$ cat src/rtl/jai_pkg.sv
`timescale 1ns / 1ps

package jai_pkg;

   // item kinds
   localparam logic KIND_ANGLE  = 1'b0;
   localparam logic KIND_LENGTH = 1'b1;

   // a full turn is 360 degrees = 45 * 2^3, half a turn 180 degrees
   localparam int unsigned TURN_DEG   = 360;
   localparam int unsigned HALF_DEG   = 180;
   localparam int unsigned TURN_SLICE = 45;
   localparam int unsigned SLICE_BITS = 3;
   localparam int unsigned MOD_W      = 6;

   // load enables of the two stages inside the turn reduction
   typedef struct packed {
      logic load_a;
      logic load_b;
   } stage_en_type;

endpackage

$ cat src/rtl/jai_turn_reduce.sv
`timescale 1ns / 1ps

// two stage reduction of a signed value into [0, 360 << ANGLE_FRAC_BITS)
module jai_turn_reduce #(
   parameter int ANGLE_FRAC_BITS = 8
) (
   input  logic                               clock,
   input  jai_pkg::stage_en_type              en,
   input  logic [31:0]                        value,
   output logic [jai_pkg::MOD_W+ANGLE_FRAC_BITS+jai_pkg::SLICE_BITS-1:0] wrapped
);

   localparam int SH     = ANGLE_FRAC_BITS + jai_pkg::SLICE_BITS;
   localparam int W      = 32 - SH;
   localparam int RS     = W + 6;
   localparam int TURN_W = jai_pkg::MOD_W + SH;

   // reciprocal of 45, exact for every W bit operand
   localparam logic [63:0] MUL_WIDE =
      ((64'd1 << RS) + 64'(jai_pkg::TURN_SLICE - 1)) / 64'(jai_pkg::TURN_SLICE);
   localparam logic [W:0] MUL = MUL_WIDE[W:0];

   // value = 2^(W-1) mod 45 has to come back out after the unsigned bias
   localparam logic [63:0] BIAS_MOD = (64'd1 << (W - 1)) % 64'(jai_pkg::TURN_SLICE);
   localparam logic [6:0] OFF =
      7'((64'(jai_pkg::TURN_SLICE) - BIAS_MOD) % 64'(jai_pkg::TURN_SLICE));
   localparam logic [6:0] SLICE7 = 7'(jai_pkg::TURN_SLICE);

   logic [W-1:0]    q_biased;
   logic [2*W:0]    prod_in;
   logic [2*W:0]    prod_ff;
   logic [6:0]      u_low_ff;
   logic [SH-1:0]   frac_ff;

   logic [W-RS+W:0] quot;
   logic [6:0]      r_raw;
   logic [6:0]      r_fix;
   logic [6:0]      m_raw;
   logic [6:0]      m_fix;
   logic [TURN_W-1:0] wrapped_in;
   logic [TURN_W-1:0] wrapped_ff;

   // floor(value / 2^SH) with the sign bit flipped is an unsigned offset
   always_comb begin
      q_biased = {~value[31], value[30:SH]};
      prod_in  = (2*W+1)'(q_biased) * (2*W+1)'(MUL);
   end

   always_ff @(posedge clock) begin
      if (en.load_a) begin
         prod_ff  <= prod_in;
         u_low_ff <= q_biased[6:0];
         frac_ff  <= value[SH-1:0];
      end
      if (en.load_b) begin
         wrapped_ff <= wrapped_in;
      end
   end

   // remainder only needs the low 7 bits since it stays below 128
   always_comb begin
      quot  = prod_ff[2*W:RS];
      r_raw = u_low_ff - 7'(quot[6:0] * SLICE7);
      r_fix = (r_raw >= SLICE7) ? r_raw - SLICE7 : r_raw;
      m_raw = r_fix + OFF;
      m_fix = (m_raw >= SLICE7) ? m_raw - SLICE7 : m_raw;
      wrapped_in = {m_fix[jai_pkg::MOD_W-1:0], frac_ff};
   end

   assign wrapped = wrapped_ff;

endmodule

$ cat src/rtl/joint_angle_interpolator_core.sv
`timescale 1ns / 1ps

// Interpolates one joint per item between two key frame values at fraction t.
// req channel: kind (0 angle, 1 length), start and end value in signed fixed
// point, fraction t in Q1.FRACTION_BITS (values above one act as one).
// rsp channel: one blended value per item, in the order the items came in.
// Angles come back wrapped into [0, 360 << ANGLE_FRAC_BITS).
// Six register stages: input register, two turn reduction stages,
// difference, multiply, sum. Throughput: one item per cycle while
// rsp_stall is low. Each stage has its own valid bit, so bubbles close
// up while rsp_stall is high; req_stall rises only once all six stages
// hold an item. A stalled result holds in the output register until its
// transfer. Reset clears all valid bits; no item is in flight afterwards.
module joint_angle_interpolator_core #(
   parameter int ANGLE_FRAC_BITS = 8,
   parameter int FRACTION_BITS   = 16
) (
   input  logic                     clock,
   input  logic                     reset,
   input  logic                     req_valid,
   output logic                     req_stall,
   input  logic                     req_kind,
   input  logic signed [31:0]       req_start_value,
   input  logic signed [31:0]       req_end_value,
   input  logic [FRACTION_BITS:0]   req_fraction,
   output logic                     rsp_valid,
   input  logic                     rsp_stall,
   output logic signed [31:0]       rsp_blended_value
);

   localparam int NS     = 6;
   localparam int FB     = FRACTION_BITS;
   localparam int TURN_W = jai_pkg::MOD_W + ANGLE_FRAC_BITS + jai_pkg::SLICE_BITS;
   localparam logic [FB:0] T_ONE = {1'b1, {FB{1'b0}}};
   localparam logic signed [TURN_W:0] FULL_D =
      (TURN_W+1)'(jai_pkg::TURN_DEG << ANGLE_FRAC_BITS);
   localparam logic signed [TURN_W:0] HALF_D =
      (TURN_W+1)'(jai_pkg::HALF_DEG << ANGLE_FRAC_BITS);
   localparam logic signed [33:0] FULL_S = 34'(jai_pkg::TURN_DEG << ANGLE_FRAC_BITS);

   logic [NS-1:0] v_ff;
   logic [NS-1:0] v_in;
   logic [NS-1:0] en;

   // stage payloads
   logic               s0_kind_ff;
   logic signed [31:0] s0_start_ff;
   logic signed [31:0] s0_end_ff;
   logic [FB:0]        s0_t_ff;
   logic [FB:0]        s0_t_in;
   logic               s1_kind_ff;
   logic signed [31:0] s1_start_ff;
   logic signed [31:0] s1_end_ff;
   logic [FB:0]        s1_t_ff;
   logic               s2_kind_ff;
   logic signed [31:0] s2_start_ff;
   logic signed [31:0] s2_end_ff;
   logic [FB:0]        s2_t_ff;
   logic [TURN_W-1:0]  ws;
   logic [TURN_W-1:0]  we;
   logic signed [TURN_W:0] d_ang;
   logic signed [TURN_W:0] d_fold;
   logic signed [32:0] s3_d_in;
   logic signed [31:0] s3_base_in;
   logic               s3_kind_ff;
   logic signed [32:0] s3_d_ff;
   logic signed [31:0] s3_base_ff;
   logic [FB:0]        s3_t_ff;
   logic signed [FB+34:0] s4_prod_in;
   logic signed [FB+34:0] s4_prod_ff;
   logic               s4_kind_ff;
   logic signed [31:0] s4_base_ff;
   logic signed [32:0] delta;
   logic signed [33:0] sum;
   logic signed [31:0] s5_result_in;
   logic               s5_kind_ff;
   logic signed [31:0] s5_result_ff;
   jai_pkg::stage_en_type start_en;
   jai_pkg::stage_en_type end_en;

   // a stage loads when it is empty or its successor moves on
   always_comb begin
      en[NS-1] = !v_ff[NS-1] || !rsp_stall;
      for (int k = NS - 2; k >= 0; k--) begin
         en[k] = !v_ff[k] || en[k+1];
      end
      v_in[0] = en[0] ? req_valid : v_ff[0];
      for (int k = 1; k < NS; k++) begin
         v_in[k] = en[k] ? v_ff[k-1] : v_ff[k];
      end
   end

   always_ff @(posedge clock) begin
      if (reset) begin
         v_ff <= '0;
      end else begin
         v_ff <= v_in;
      end
   end

   assign req_stall = !en[0];
   assign rsp_valid = v_ff[NS-1];
   assign rsp_blended_value = s5_result_ff;

   assign s0_t_in = (req_fraction > T_ONE) ? T_ONE : req_fraction;

   always_ff @(posedge clock) begin
      if (en[0]) begin
         s0_kind_ff  <= req_kind;
         s0_start_ff <= req_start_value;
         s0_end_ff   <= req_end_value;
         s0_t_ff     <= s0_t_in;
      end
      if (en[1]) begin
         s1_kind_ff  <= s0_kind_ff;
         s1_start_ff <= s0_start_ff;
         s1_end_ff   <= s0_end_ff;
         s1_t_ff     <= s0_t_ff;
      end
      if (en[2]) begin
         s2_kind_ff  <= s1_kind_ff;
         s2_start_ff <= s1_start_ff;
         s2_end_ff   <= s1_end_ff;
         s2_t_ff     <= s1_t_ff;
      end
      if (en[3]) begin
         s3_kind_ff <= s2_kind_ff;
         s3_d_ff    <= s3_d_in;
         s3_base_ff <= s3_base_in;
         s3_t_ff    <= s2_t_ff;
      end
      if (en[4]) begin
         s4_kind_ff <= s3_kind_ff;
         s4_prod_ff <= s4_prod_in;
         s4_base_ff <= s3_base_ff;
      end
      if (en[5]) begin
         s5_kind_ff   <= s4_kind_ff;
         s5_result_ff <= s5_result_in;
      end
   end

   assign start_en = '{load_a: en[1], load_b: en[2]};
   assign end_en   = '{load_a: en[1], load_b: en[2]};

   jai_turn_reduce #(
      .ANGLE_FRAC_BITS(ANGLE_FRAC_BITS)
   ) u_start_reduce (
      .clock  (clock),
      .en     (start_en),
      .value  (s0_start_ff),
      .wrapped(ws)
   );

   jai_turn_reduce #(
      .ANGLE_FRAC_BITS(ANGLE_FRAC_BITS)
   ) u_end_reduce (
      .clock  (clock),
      .en     (end_en),
      .value  (s0_end_ff),
      .wrapped(we)
   );

   // shorter way round; exactly half a turn stays as it is
   always_comb begin
      d_ang = $signed({1'b0, we}) - $signed({1'b0, ws});
      if (d_ang > HALF_D) begin
         d_fold = d_ang - FULL_D;
      end else if (d_ang < -HALF_D) begin
         d_fold = d_ang + FULL_D;
      end else begin
         d_fold = d_ang;
      end
      if (s2_kind_ff == jai_pkg::KIND_LENGTH) begin
         // (1-t)*s + t*e == s + t*(e-s), floor unchanged
         s3_d_in    = 33'(s2_end_ff) - 33'(s2_start_ff);
         s3_base_in = s2_start_ff;
      end else begin
         s3_d_in    = 33'(d_fold);
         s3_base_in = 32'({1'b0, ws});
      end
   end

   assign s4_prod_in = $signed({1'b0, s3_t_ff}) * s3_d_ff;

   // arithmetic shift gives the floor of the scaled product
   always_comb begin
      delta = s4_prod_ff[FB+32:FB];
      sum   = {{2{s4_base_ff[31]}}, s4_base_ff} + {delta[32], delta};
      if (s4_kind_ff == jai_pkg::KIND_LENGTH) begin
         s5_result_in = sum[31:0];
      end else if (sum < 34'sd0) begin
         s5_result_in = 32'(sum + FULL_S);
      end else if (sum >= FULL_S) begin
         s5_result_in = 32'(sum - FULL_S);
      end else begin
         s5_result_in = sum[31:0];
      end
   end

   a_angle_range: assert property (@(posedge clock) disable iff (reset)
      (rsp_valid && s5_kind_ff == jai_pkg::KIND_ANGLE)
      |-> ($unsigned(rsp_blended_value) < $unsigned(32'(FULL_S))))
      else $error("angle result outside one turn");

   a_stall_full: assert property (@(posedge clock) disable iff (reset)
      req_stall |-> (v_ff == {NS{1'b1}}))
      else $error("req stalled with a bubble in the pipeline");

   a_t_clamped: assert property (@(posedge clock) disable iff (reset)
      v_ff[3] |-> (s3_t_ff <= T_ONE))
      else $error("fraction above one reached the multiplier");

endmodule

$ cat config.mk
export PLATFORM = sky130hd
export DESIGN_NAME = joint_angle_interpolator_core
export DESIGN_NICKNAME = d
export VERILOG_FILES = /design/src/rtl/jai_pkg.sv /design/src/rtl/jai_turn_reduce.sv /design/src/rtl/joint_angle_interpolator_core.sv
export SDC_FILE = /design/constraint.sdc
export NUM_CORES = 2
export LEC_CHECK = 0
export ABC_AREA = 0
export BUFFER_PORTS_ARGS = -buffer_cell sky130_fd_sc_hd__buf_2
export CAP_MARGIN = 20
export CORE_MARGIN = 10
export CORE_UTILIZATION = 48
export CTS_CLUSTER_DIAMETER = 100
export DETAILED_ROUTE_END_ITERATION = 10
export PLACE_DENSITY_LB_ADDON = 0.15
export SLEW_MARGIN = 15
export SYNTH_ARGS = -nofsm -noshare
export SYNTH_HDL_FRONTEND = slang
export SYNTH_SLANG_ARGS = --single-unit
$ cat constraint.sdc
create_clock -name clock -period 19.9 [get_ports clock]
set_input_delay 2.985 -clock clock [delete_from_list [all_inputs] [get_ports clock]]
set_output_delay 2.985 -clock clock [all_outputs]
set_load 0.05 [all_outputs]
* After elaboration in Yosys (flattened, before gate mapping)
Cells that the tools add are included.
** Operators by class
- Reductions and logical operators :: 14
- Mux-type cells :: 11
- Bitwise operators :: 2
- $add $sub $neg :: 15
- Multipliers :: 5
- Order comparisons :: 9
** Operators by type and width (number)
- 32-bit two-way mux :: 3
- 21-bit by 22-bit multiplier with 34-bit output, second input constant :: 2
- 18-bit by 33-bit multiplier with 49-bit output :: 1
- 18-bit two-way mux :: 2
- 32-bit by 33-bit adder with 34-bit output :: 1
- 34-bit by 18-bit greater-or-equal comparator with 1-bit output, second input constant :: 1
- 34-bit by 1-bit less-than comparator with 1-bit output, second input constant :: 1
- 33-bit two-way mux :: 1
- 32-bit by 32-bit subtractor with 33-bit output :: 1
- 32-bit by 18-bit adder with 32-bit output, second input constant :: 1
- 32-bit by 18-bit subtractor with 32-bit output, second input constant :: 1
- 7-bit by 6-bit greater-or-equal comparator with 1-bit output, second input constant :: 4
- 18-bit adder, second input constant :: 1
- 18-bit by 17-bit > comparator with 1-bit output, second input constant :: 1
- 18-bit by 17-bit less-than comparator with 1-bit output, second input constant :: 1
- 17-bit by 17-bit subtractor with 18-bit output :: 1
- 18-bit subtractor, second input constant :: 1
- 17-bit > comparator, second input constant :: 1
- 17-bit two-way mux :: 1
- 7-bit by 4-bit adder with 7-bit output, second input constant :: 2
- 7-bit by 6-bit multiplier with 7-bit output, second input constant :: 2
- 7-bit two-way mux :: 2
- 7-bit by 6-bit subtractor with 7-bit output, second input constant :: 2
- 7-bit subtractor :: 2
- 5 further kinds :: 20
** Word-level totals
- Output and inout bits :: 34
- Input port bits :: 86
- Bits in registers :: 587

* Logic depth before layout (Yosys ltp)
- Depth in word-level cells :: 8
- Depth in mapped cells :: 26

* Cells and area by module
From an unflattened synthesis, not the netlist that was laid out.
** Second synthesis, totals
- Cell total of the unflattened synthesis :: 5005
- Area total of the unflattened synthesis :: 54212.0 µm²
** Modules (own cells, without submodules)
- joint_angle_interpolator_core :: area an instance 38226.7 µm², times used 1, cells each 3500, seq. area each 12942.4 µm²
- jai_turn_reduce (u_start_reduce) :: area an instance 8011.4 µm², times used 1, cells each 756, seq. area each 1261.2 µm²
- jai_turn_reduce (u_end_reduce) :: area an instance 7973.9 µm², times used 1, cells each 749, seq. area each 1261.2 µm²

* Worst setup path before layout
No wires, ideal clock.
- Path kind :: input -> output
- Start point :: input port rsp_stall
- End point :: output port req_stall
- Stages on the path :: 4
- Buffers on the path :: 0
- Arrival time :: 6547 ps
- Setup slack :: 10368 ps
- Cell sequence :: and3_1 -> and3_1 -> nand3_1 -> inv_1
** On the way
- Longest elaborated chain between the ends :: 8
** RTL lines
- start: declaration :: RTL line joint_angle_interpolator_core.sv:27 : input logic rsp_stall,
- 1-bit zero test :: RTL line joint_angle_interpolator_core.sv:83 : en[NS-1] = !v_ff[NS-1] || !rsp_stall;
- 1-bit logical OR :: RTL line joint_angle_interpolator_core.sv:83
- 1-bit logical OR (5 in a row) :: RTL line joint_angle_interpolator_core.sv:85 : en[k] = !v_ff[k] || en[k+1];
- 1-bit zero test :: RTL line joint_angle_interpolator_core.sv:101 : assign req_stall = !en[0];
- end: declaration :: RTL line joint_angle_interpolator_core.sv:21 : output logic req_stall,
No other way between the ends.

* Worst setup path after layout
- Start point :: register s3_d_ff[7]
- End point :: register s4_prod_ff[47] (data pin)
** On the way
- Longest elaborated chain between the ends :: 1
** RTL lines
- start: declaration :: RTL line joint_angle_interpolator_core.sv:66 : logic signed [32:0] s3_d_ff;
- start signal: assignment :: RTL line joint_angle_interpolator_core.sv:128 : s3_d_ff <= s3_d_in;
- 18-bit by 33-bit multiplier with 49-bit output :: RTL line joint_angle_interpolator_core.sv:184 : assign s4_prod_in = $signed({1'b0, s3_t_ff}) * s3_d_ff;
- named net s4_prod_in[47] :: RTL line joint_angle_interpolator_core.sv:69 : logic signed [FB+34:0] s4_prod_in;
- end signal: assignment :: RTL line joint_angle_interpolator_core.sv:134 : s4_prod_ff <= s4_prod_in;
- end: declaration :: RTL line joint_angle_interpolator_core.sv:70 : logic signed [FB+34:0] s4_prod_ff;
The timed path passes the listed nets, and every way through them passes these cells.
A chain may end at the register's enable or synchronous reset.

==> flow_summary_export.csv <==
group,metric,value,unit
synthesis,synthDistinctLibCells,96,
worst_setup_path,rrSetupSlack,12070,ps
synthesis,seq_area_frac_synth,27.1,%
route,initialDrtViolationCount,1672,
synthesis,synth_area_leaders,"fa_1 30%, edfxtp_1 27%, ha_1 13%",
cells_and_area,n_antenna_cell,0,
worst_hold_path,whs_path_depth,0,
place,place_area,52800,sq um
synthesis,post-synth-top-area-cell,"fa_1",
clocking,cts_tree,"done",
clocking,cts_root_buf,"clkbuf_16",
timing,hold_viol_final,0,
synthesis,ys_warn_count,0,
clocking,htree_levels,2,
clocking,insertion_delay,650,ps
die,dieArea,119000,sq um
grt,grt_pass1_wl,196,mm
timing,fin_tns_setup,0,ps
die,core-area,105000,sq um
route,finalWirelength,121,mm
worst_setup_path,crit_path_start_kind,"flop",
synthesis,ys_ff_latch,459,
clocking,cts_hold_buf,0,
route,via_per_inst,5.16,
timing,setup_violations,0,
route,wl_per_cell,19.4,um
worst_setup_path,cpMostUsedCell,"fa_1",
worst_setup_path,worst-path-stages,24,
clocking,post-cts-setup-buffers,0,
grt,grt.overflow.total,0,
worst_hold_path,worstHoldPathType,"flop to flop",
timing,finalCritPeriodShare,39.3,%
grt,grt_pass1_vias,35200,
clocking,ctsResizeCount,0,
place,gp_routability_congestion,0.887,
synthesis,yosysTopAreaCellShare,30.4,%
route,num_vias,32300,
timing,final.setup_skew,41.7,ps
clocking,cts.clk_slew.worst_paths,60,ps
worst_setup_path,critPathMaxStageDelay,760,ps
timing,relSlewSlack,28.2,%
cells_and_area,drive_gt1_share,6.01,%
cells_and_area,multiInputGateArea,32200,sq um
synthesis,syn_area,50700,sq um
synthesis,synth-edff-count,453,
place,numPortBuffers,119,
worst_setup_path,cp-end-kind,"flop",
worst_setup_path,critPathSlowestCell,"edfxtp_1",
synthesis,synth-async-reset-ratio,0,%
worst_setup_path,critPathBufInv,5,
worst_setup_path,r2r_cells,24,
route,drtAntennaViolNets,0,
synthesis,ys.flop_type,"edfxtp_1",
synthesis,syn_avg_cell_area,10.7,sq um
clocking,clk_path_buf_depth,3,
worst_setup_path,cp_top_family,"adder cells",
clocking,cts_inserted_buffers,54,
worst_setup_path,required,20290,ps
grt,grt_antenna_before_repair,6,
cells_and_area,nFillCells,9538,
die,start_util,48.3,%
timing,drv_slew,0,
die,io_pins,120,
die,die_h,345,um
cells_and_area,final_nets,6194,
timing,fin_crit,7830,ps
timing,tightest_slew,1050,ps
worst_setup_path,critPathMaxFanout,17,
job,drv_cap,0,
worst_setup_path,path_class,"flop to flop",
grt,grt_usage,21.1,%
synthesis,synthCells,4735,
place,place_hpwl,97.3,mm
cells_and_area,seq_area,13700,sq um
route,drc,0,
cells_and_area,area_delta_synth_final,8.00,%
timing,rsz0062_at_grt,"false",
grt,grt_max_degree,67,
worst_setup_path,cp_cell_sequence,"nand2_1 > fa_1 > inv_1 > fa_1 > inv_1 > fa_1 > inv_1 > fa_1 > fa_1 > inv_1 > fa_1 > inv_1 > ha_1 > a21o_1 > a21o_1 > a2111oi_0 > o21a_1 > o21ai_0 > a41oi_1 > o31a_1 > o211ai_1 > a211oi_1 > o31ai_1 > xor2_1",
route,firstDrtPassIters,5,
worst_setup_path,cp.arrival,8220,ps
synthesis,synthTopCellsByCount,"1134 x inv_1, 768 x fa_1, 513 x ha_1",
synthesis,yosysMostFrequentCell,"inv_1",
synthesis,syn_nets,6102,
clocking,cts.sink_count,459,
status,status,"finished clean",
die,core.rowCount,119,
timing,max_freq,128,MHz
cells_and_area,design_area,54700,sq um
die,die_w,345,um
==> registers in the layout (all words and copies together) (netlist names), 7 cells and up <==
| name | flops |
|---|---|
| s1_end_ff | 32 |
| u_end_reduce.prod_ff | 7 |
| s0_t_ff | 17 |
| rsp_blended_value | 32 |
| s4_prod_ff | 33 |
| u_start_reduce.prod_ff | 7 |
| s3_d_ff | 33 |
| s2_end_ff | 32 |
| s0_start_ff | 32 |
| s3_t_ff | 17 |
| s1_t_ff | 17 |
| s2_t_ff | 17 |
| s3_base_ff | 32 |
| s0_end_ff | 32 |
| s2_start_ff | 32 |
| s1_start_ff | 32 |
| s4_base_ff | 32 |
==> cells by family after synthesis <==
group | share of synthesized area [%]
compound gates | 6.58
flops | 27.1
fa+ha+maj | 43.0
buf+inv | 9.39
mux | 0.306
simple gates | 10.2
xor+xnor | 3.39
==> layout make-up <==
class	count	area share, %
Clock buffer	61	2.56
Clock inverter	40	0.839
Inverter	1134	7.79
Multi-Input combinational cell	3017	58.9
Sequential cell	459	25.1
Tap cell	1391	3.18
Timing Repair Buffer	161	1.67
==> worst reg2reg max path: stages (launching register included) <==
cell and delay (ps):
edfxtp_1 760, nand2_1 190, fa_1 560, inv_1 50
fa_1 490, inv_1 50, fa_1 540, inv_1 50
fa_1 390, fa_1 520, inv_1 50, fa_1 470
inv_1 40, ha_1 340, a21o_1 200, a21o_1 170
a2111oi_0 410, o21a_1 200, o21ai_0 90, a41oi_1 620
o31a_1 410, o211ai_1 240, a211oi_1 420, o31ai_1 150
xor2_1 160
==> path summary, 6_finish.rpt <==
kind	end	start
setup / recovery	s4_prod_ff[47]$_DFFE_PP_	s3_d_ff[7]$_DFFE_PP_
hold / removal	s1_start_ff[1]$_DFFE_PP_	s0_start_ff[1]$_DFFE_PN_
setup reg to reg	s4_prod_ff[47]$_DFFE_PP_	s3_d_ff[7]$_DFFE_PP_
hold reg to reg	s1_start_ff[1]$_DFFE_PP_	s0_start_ff[1]$_DFFE_PN_
==> stage by stage <==
step	cells	hold slack [ps]	utilization, %	worst slack [ps]
after floorplan	4735	400	-	10370
after global placement	6162	403	50.3	12170
after detailed placement	6162	405	50.3	12030
after CTS	6263	401	52.1	12040
after global routing	6263	414	52.1	11530
final	6263	395	52.1	12070
==> metal layers <==
layer	global-route usage, %	vias up	wire [um]
met4	6.89	0	4300
met5	0	-	0
met1	27.2	16300	52300
li1	-	15200	-
met3	2.81	161	4670
met2	36.5	583	59900
==> layout by cell type, fill, tap and decap left out, types with 7 or more instances in the layout <==
cell and instances:
o21bai_1 14, a21o_1 68, inv_1 1132, nand3_1 41
and3_1 23, a21oi_1 103, edfxtp_1 453, nand2b_1 12
o31ai_1 12, a31oi_1 17, buf_4 42, xor2_1 56
ha_1 513, buf_2 119, clkinv_1 7, nand2_1 427
and2_1 249, nor2_1 122, bufinv_16 7, nor2b_1 33
mux2i_1 11, nand4_1 18, and4_1 9, a21boi_0 7
nor3_1 41, o21ai_0 76, clkbuf_16 55, inv_6 7
o211ai_1 19, fa_1 768, o21a_1 40, xnor2_1 135
nor4_1 20, or3_1 11, a211oi_1 20
Power is not shown: default switching activity piles up to over one toggle a cycle in this logic, so the estimate is an artifact.
